[src/rtl/spq_pkg.sv]
// shared types and constants of the sorted priority queue
package spq_pkg;

  localparam int DEPTH = 64;
  localparam int CNT_W = $clog2(DEPTH + 1);
  localparam int DATA_W = 32;
  localparam int COUNT_FIELD_W = 7;

  // input item action codes
  localparam logic ACT_INSERT = 1'b0;
  localparam logic ACT_REMOVE = 1'b1;

  // result status codes
  typedef enum logic [1:0] {
    ST_OK        = 2'd0,
    ST_OVERFLOW  = 2'd1,
    ST_UNDERFLOW = 2'd2
  } spq_status_e;

  // operation broadcast to every cell
  typedef enum logic [1:0] {
    OP_HOLD   = 2'd0,
    OP_INSERT = 2'd1,
    OP_REMOVE = 2'd2
  } spq_op_e;

  typedef struct packed {
    logic signed [DATA_W-1:0] value;
    logic signed [DATA_W-1:0] prio;
  } spq_entry_t;

  typedef struct packed {
    spq_op_e    op;
    spq_entry_t entry;
  } spq_cmd_t;

  typedef struct packed {
    logic                     action;
    logic signed [DATA_W-1:0] item_value;
    logic signed [DATA_W-1:0] item_priority;
  } spq_in_t;

  typedef struct packed {
    spq_status_e              status;
    logic signed [DATA_W-1:0] head_value;
    logic signed [DATA_W-1:0] head_priority;
    logic                     queue_empty;
    logic [COUNT_FIELD_W-1:0] entry_count;
  } spq_out_t;

endpackage

[src/rtl/spq_cell.sv]
// one slot of the sorted row: holds, takes the new entry, or shifts from a neighbor
module spq_cell import spq_pkg::*; (
  input  logic       clk_i,
  input  spq_cmd_t   cmd_i,
  input  logic       occupied_i,
  input  logic       left_keep_i,
  input  spq_entry_t left_entry_i,
  input  spq_entry_t right_entry_i,
  output logic       keep_o,
  output spq_entry_t entry_o,
  output spq_entry_t entry_d_o
);

  spq_entry_t entry_q, entry_d;

  // an occupied slot whose priority is not below the new one stays put on insert
  assign keep_o = occupied_i && !(entry_q.prio < cmd_i.entry.prio);

  // next slot content
  always_comb begin
    entry_d = entry_q;
    case (cmd_i.op)
      OP_INSERT: begin
        if (keep_o) begin
          entry_d = entry_q;
        end else if (left_keep_i) begin
          entry_d = cmd_i.entry;
        end else begin
          entry_d = left_entry_i;
        end
      end
      OP_REMOVE: entry_d = right_entry_i;
      OP_HOLD:   entry_d = entry_q;
      default:   entry_d = entry_q;
    endcase
  end

  // slot storage
  always_ff @(posedge clk_i) begin
    entry_q <= entry_d;
  end

  assign entry_o   = entry_q;
  assign entry_d_o = entry_d;

endmodule

[config.mk]
export PLATFORM = sky130hd
export DESIGN_NAME = spq_cell
export DESIGN_NICKNAME = d
export VERILOG_FILES = /design/src/rtl/spq_pkg.sv /design/src/rtl/spq_cell.sv
export SDC_FILE = /design/constraint.sdc
export NUM_CORES = 1
export LEC_CHECK = 0
export BUFFER_PORTS_ARGS = -buffer_cell sky130_fd_sc_hd__buf_2
export CAP_MARGIN = 20
export CORE_AREA = 5 5 122 124
export CTS_BUF_LIST = sky130_fd_sc_hd__clkbuf_8
export DETAILED_ROUTE_END_ITERATION = 7
export DIE_AREA = 0 0 127 129
export PLACE_DENSITY = 0.68
export SETUP_SLACK_MARGIN = 0.4
export SLEW_MARGIN = 40
export SYNTH_ARGS = -nofsm -noshare
export SYNTH_HDL_FRONTEND = slang
export SYNTH_SLANG_ARGS = --single-unit
export TNS_END_PERCENT = 20
[constraint.sdc]
create_clock -name clk_i -period 2.6 [get_ports clk_i]
set_input_delay 0.26 -clock clk_i [delete_from_list [all_inputs] [get_ports clk_i]]
set_output_delay 0.26 -clock clk_i [all_outputs]
set_load 0.05 [all_outputs]
# Word level (Yosys, flattened, before mapping)
# Cells that the tools add are included.
[totals] regBits=64 in_bits=197 output_inout_bits=129 elab_cells=10
[op_classes] n_lt_le_gt_ge=1 eq_ne=2 muxes=3 n_reduce_logical=2
[op_table] operator="2-to-1 mux 64 bit" count=2
[op_table] operator="one-hot mux 64 bit (2 select lines)" count=1
[op_table] operator="< comparator 32 bit" count=1
[op_table] operator="equality test 2 x 1 -> 1 bit, second input constant" count=1
[op_table] operator="equality test 2 bit, second input constant" count=1
[op_table] operator="logical AND 1 bit" count=1
[op_table] operator="zero test 1 bit" count=1

# Logic depth before layout (Yosys ltp)
[depth] depth_word=5 depth_mapped=12 ltp_nobuf=9

# Worst setup path before layout
# Ideal clock, no wire load.
[synth_path] path_type="flip-flop to output port" from="reg entry_q, in the netlist entry_o[31]" to="out entry_d_o[10] (netlist name)" arrival_ns=3.083 required_time_ns=2.340 setup_slack_ns=-0.743 path_stages_with_launch=11 n_path_buf=2 cell_sequence="dfxtp_1 > ha_1 > buf_6 > nand4_4 > nor2_1 > a221o_1 > a211o_4 > o32a_2 > o31ai_4 > buf_6 > a221o_1"
[synth_rtl] element="start: declaration" line_no="spq_cell.sv:14" rtl="spq_entry_t entry_q, entry_d;"
[synth_rtl] element="start signal: assignment" line_no="spq_cell.sv:40" rtl="entry_q <= entry_d;"
[synth_rtl] element="end: declaration" line_no="spq_cell.sv:11" rtl="output spq_entry_t entry_d_o"

==> reports/results.md <==
| Group | Quantity | This run |
|:---|:---|:---|
| outcome | Outcome | finished with violations |
| outcome | Violations in the final reports | setup timing |
| logic synthesis | Netlist cell types | 38 |
| placed design | Number of input and output port buffers inserted | 325 |
| die | Die Outline Area | 16,400 um2 |
| logic synthesis | Synthesized instance count | 407 |
| setup path | Length in cells of the worst reg-to-reg path | 10 |
| placed design | Total half-perimeter wirelength after legalization and detailed placement | 12.9 mm |
| global routing | Most congested layer reported by global routing | met2 |
| die | Initial core utilization | 31.2% |
| placed design | Worst-case setup slack after placement | -562 ps |
| logic synthesis | Synth async-reset ratio | 0% |
| route | Antenna violation net count after detailed routing | 0 |
| setup path | Start of the worst register-to-register path | entry_o[5] |
| power and ir drop | Worst VDD drop | 0.397 mV |
| clock tree | Clk Tree Root Cell | sky130_fd_sc_hd__clkbuf_8 |
| die | Die X | 127 um |
| clock tree | Clock tree from TritonCTS | built |
| timing | Clock skew after layout | 14.0 ps |
| setup path | Worst setup path startpoint | entry_o[5] |
| finish | Flip-flop count of the largest register after layout | 64 |
| die | Standard cell core area | 13,700 um2 |
| power and ir drop | Power per standard cell area | 781 nW/um2 |
| logic synthesis | Post-synth EDFFs | 0 |
| route | Total wire length after detailed routing | 16.7 mm |
| die | Total number of placement rows | 43 |
| global routing | GR Overflow Total | 0 |
| finish | Final net count | 1,006 |
| timing | Final number of hold-violating endpoints | 0 |
| setup path | Last element of the critical path | entry_d_o[14] |
| global routing | Maximum number of pins on one net before global-route repair | 64 |
| route | Number of vias per cell after detailed routing | 4.88 |
| clock tree | Number of hold buffers added after cts | 0 |
| timing | Slew @ Worst Pin | 367 ps |
| route | Number of iterations in the first detailed-routing pass | 5 |
| timing | Setup repair after global routing missed its margin | true |
| logic synthesis | Mean area per synthesized cell | 10.5 um2 |
| global routing | Met1 track demand over resource | 21.6% |
| min path | Type of the most critical hold path | input pin to flop |
| timing | Upper clock frequency limit | 0.303 GHz |
| logic synthesis | Top-area cell type share of the netlist area | 30.1% |
| logic synthesis | Commonest cells in the netlist | 65 x sky130_fd_sc_hd__a221o_1, 65 x sky130_fd_sc_hd__and2_1, 64 x sky130_fd_sc_hd__dfxtp_1, 64 x sky130_fd_sc_hd__mux2_2 |
| global routing | Global Route met2 Usage | 35.6% |
| clock tree | Clock Sink Count | 64 |
| logic synthesis | Most area-consuming cells after synthesis | sky130_fd_sc_hd__dfxtp_1 30%, sky130_fd_sc_hd__mux2_2 17%, sky130_fd_sc_hd__a221o_1 15% |
| finish | Share of cells above drive strength 1 | 75.9% |
| logic synthesis | Synth Warn # | 0 |
| setup path | Kind of start point of the critical path | flop |
| setup path | Required time of the critical path | 2340 ps |
| logic synthesis | Seq/Total Area, Yosys | 30.1% |
| route | Number of remaining DRC errors | 0 |
| setup path | Type of the setup path with the least slack | flop to output pin |
| finish | Cell Count, Final, Fillers Out | 961 |
| timing | Headroom to the max-slew limit | 75.6% |
| clock tree | Clock latency of the later-clocked register in the worst-skew pair | 350 ps |
| global routing | Initial antenna violation count | 1 |
| logic synthesis | Most used DFF post-synth | sky130_fd_sc_hd__dfxtp_1 |
| route | Wire per inst | 17.3 um |
| placed design | Weighted congestion at the end of routability-driven global placement | 0.848 |
| setup path | Capturing point of the worst reg2reg path | entry_o[14] |
| timing | Setup ws final | -704 ps |
| global routing | First-pass GRT wire length | 25.2 mm |
| route | Starting DRT DRC Count | 164 |
| timing | Final critical-path required period | 3300 ps |
| logic synthesis | Leading area contributor after synthesis | sky130_fd_sc_hd__dfxtp_1 |
| placed design | Dpl cells | 943 |
| finish | Core Util, Final | 54.9% |
| global routing | Global Route met3 Usage | 5.27% |
| clock tree | Count of H-tree levels built during CTS | 3 |
| setup path | Worst Setup End Kind | output pin |
| global routing | Via count of the first global-routing pass | 4,957 |
| clock tree | Register clock-pin slew on the reported worst setup and hold paths | 80 ps |
| job | Maxcap violations | 0 |
| timing | Final number of setup-violating endpoints | 121 |
| die | Count of boundary I/O pins | 326 |
| setup path | Reg2reg setup slack | -160 ps |
| power and ir drop | Leakage power of the design | 0.00377 uW |
| clock tree | Clock Path Buffers | 2 |
| setup path | Arrival time reported for the critical path endpoint | 3040 ps |
| logic synthesis | Synthesized flop and latch total | 64 |
| setup path | Crit Path Max Fanout | 33 |
| global routing | Total track usage | 19.6% |
| logic synthesis | Cell area after synthesis | 4260 um2 |
| logic synthesis | Number of nets in the synthesized netlist | 637 |
| timing | Final worst path period share | 127% |
| finish | Area growth from synthesis to layout | 75.8% |
| clock tree | Clock buffer count from CTS | 9 |
| route | Via Count | 4,693 |
| timing | Final Max Tran Viols | 0 |
| power and ir drop | PnR Total Power | 5850 uW |
| finish | Antenna Cells | 0 |
| die | Die Y | 129 um |
| min path | WHS Path Cells | 3 |
per-layer routing:
| layer | part of all wire (%) | vias to the layer above | routed length (um) |
|---|---|---|---|
| met5 | 0.042 | - | 7 |
| met4 | 2.5 | 2 | 425 |
| met3 | 8.6 | 26 | 1430 |
| met2 | 52 | 216 | 8660 |
| met1 | 37 | 2177 | 6140 |
| li1 | - | 2272 | - |
cell families after synthesis:
logic type,share of synthesized area [%]
flip-flops,30.1
AO/OA/AOI/OAI,20.6
XOR/XNOR,0.205
adder cells (fa/ha/maj),9.69
buffers and inverters,8.37
AND/OR/NAND/NOR,14.2
multiplexers,16.9
worst min path at each step:
stage,startpoint,endpoint,slack [ps]
after floorplan,entry_o[11],entry_o[11],640
after global placement,entry_o[44],entry_o[44],480
after detailed placement,entry_o[60],entry_o[60],490
after CTS,right_entry_i[51],entry_o[51],200
after global routing,right_entry_i[39],entry_o[39],220
final,right_entry_i[63],entry_o[63],230
area by class of cell:
cell class                 count  area, um2
tap                          180        225
clock inverter                 6       52.6
multi-input combinational    282       2970
fill                        1238       6170
inverter                      33        124
clock buffer                  10        138
timing repair buffer         386       2620
sequential                    64       1360
cells in the final DEF (no fill, tap or decap), drive strengths merged:
| cell type | count |
|---|---|
| nand3b | 2 |
| a211o | 2 |
| o31ai | 1 |
| ha | 33 |
| nor4 | 1 |
| and3 | 1 |
| xor2 | 1 |
| nand4 | 3 |
| a31oi | 1 |
| clkinv | 3 |
| o21ai | 6 |
| nor2b | 2 |
| a211oi | 1 |
| and4 | 3 |
| nor3 | 1 |
| nand2b | 2 |
| o211ai | 1 |
| a221o | 65 |
| nand3 | 2 |
| inv | 35 |
| a2111oi | 1 |
| clkbuf | 10 |
| bufinv | 1 |
| nor2 | 2 |
| a2bb2o | 1 |
| dfxtp | 64 |
| o32a | 1 |
| a21o | 1 |
| a21oi | 12 |
| mux2 | 64 |
| and2 | 65 |
| nand2 | 6 |
| buf | 386 |
| or4 | 1 |
per-stage QoR:
step,setup TNS (ps),hold slack [ps],cell area (um2)
2_1_floorplan,-29120,641,4540
3_3_place_gp,-45230,483,6680
6_report,-45060,227,7500
5_1_grt,-62510,223,7500
3_5_place_dp,-46520,488,6680
4_1_cts,-49600,202,7440
critical path, stage by stage, from the launching register on:
cell                      delay, ps
sky130_fd_sc_hd__dfxtp_4        350
sky130_fd_sc_hd__ha_4           270
sky130_fd_sc_hd__nand4_1        140
sky130_fd_sc_hd__or4_4          570
sky130_fd_sc_hd__a31oi_4        190
sky130_fd_sc_hd__buf_6          130
sky130_fd_sc_hd__o32a_4         170
sky130_fd_sc_hd__o31ai_4         90
sky130_fd_sc_hd__buf_12         190
sky130_fd_sc_hd__a221o_2        410
sky130_fd_sc_hd__buf_6          170
power breakdown:
part	switching [uW]	internal [uW]	leakage (uW)	total, uW
Combinational	2260	1380	0.00311	3650
Clock	393	457	0.000108	851
Sequential	135	1220	0.000546	1350
Total	2790	3060	0.00377	5850
timing repair:
item | in CTS | in global routing
buffers inserted | 1 | 0
cloned | 1 | 0
gates resized for setup | 148 | 11
setup endpoints to repair | 129 | 129
pin swaps | 35 | 4
No activity file was read; power rests on OpenSTA's default activity.
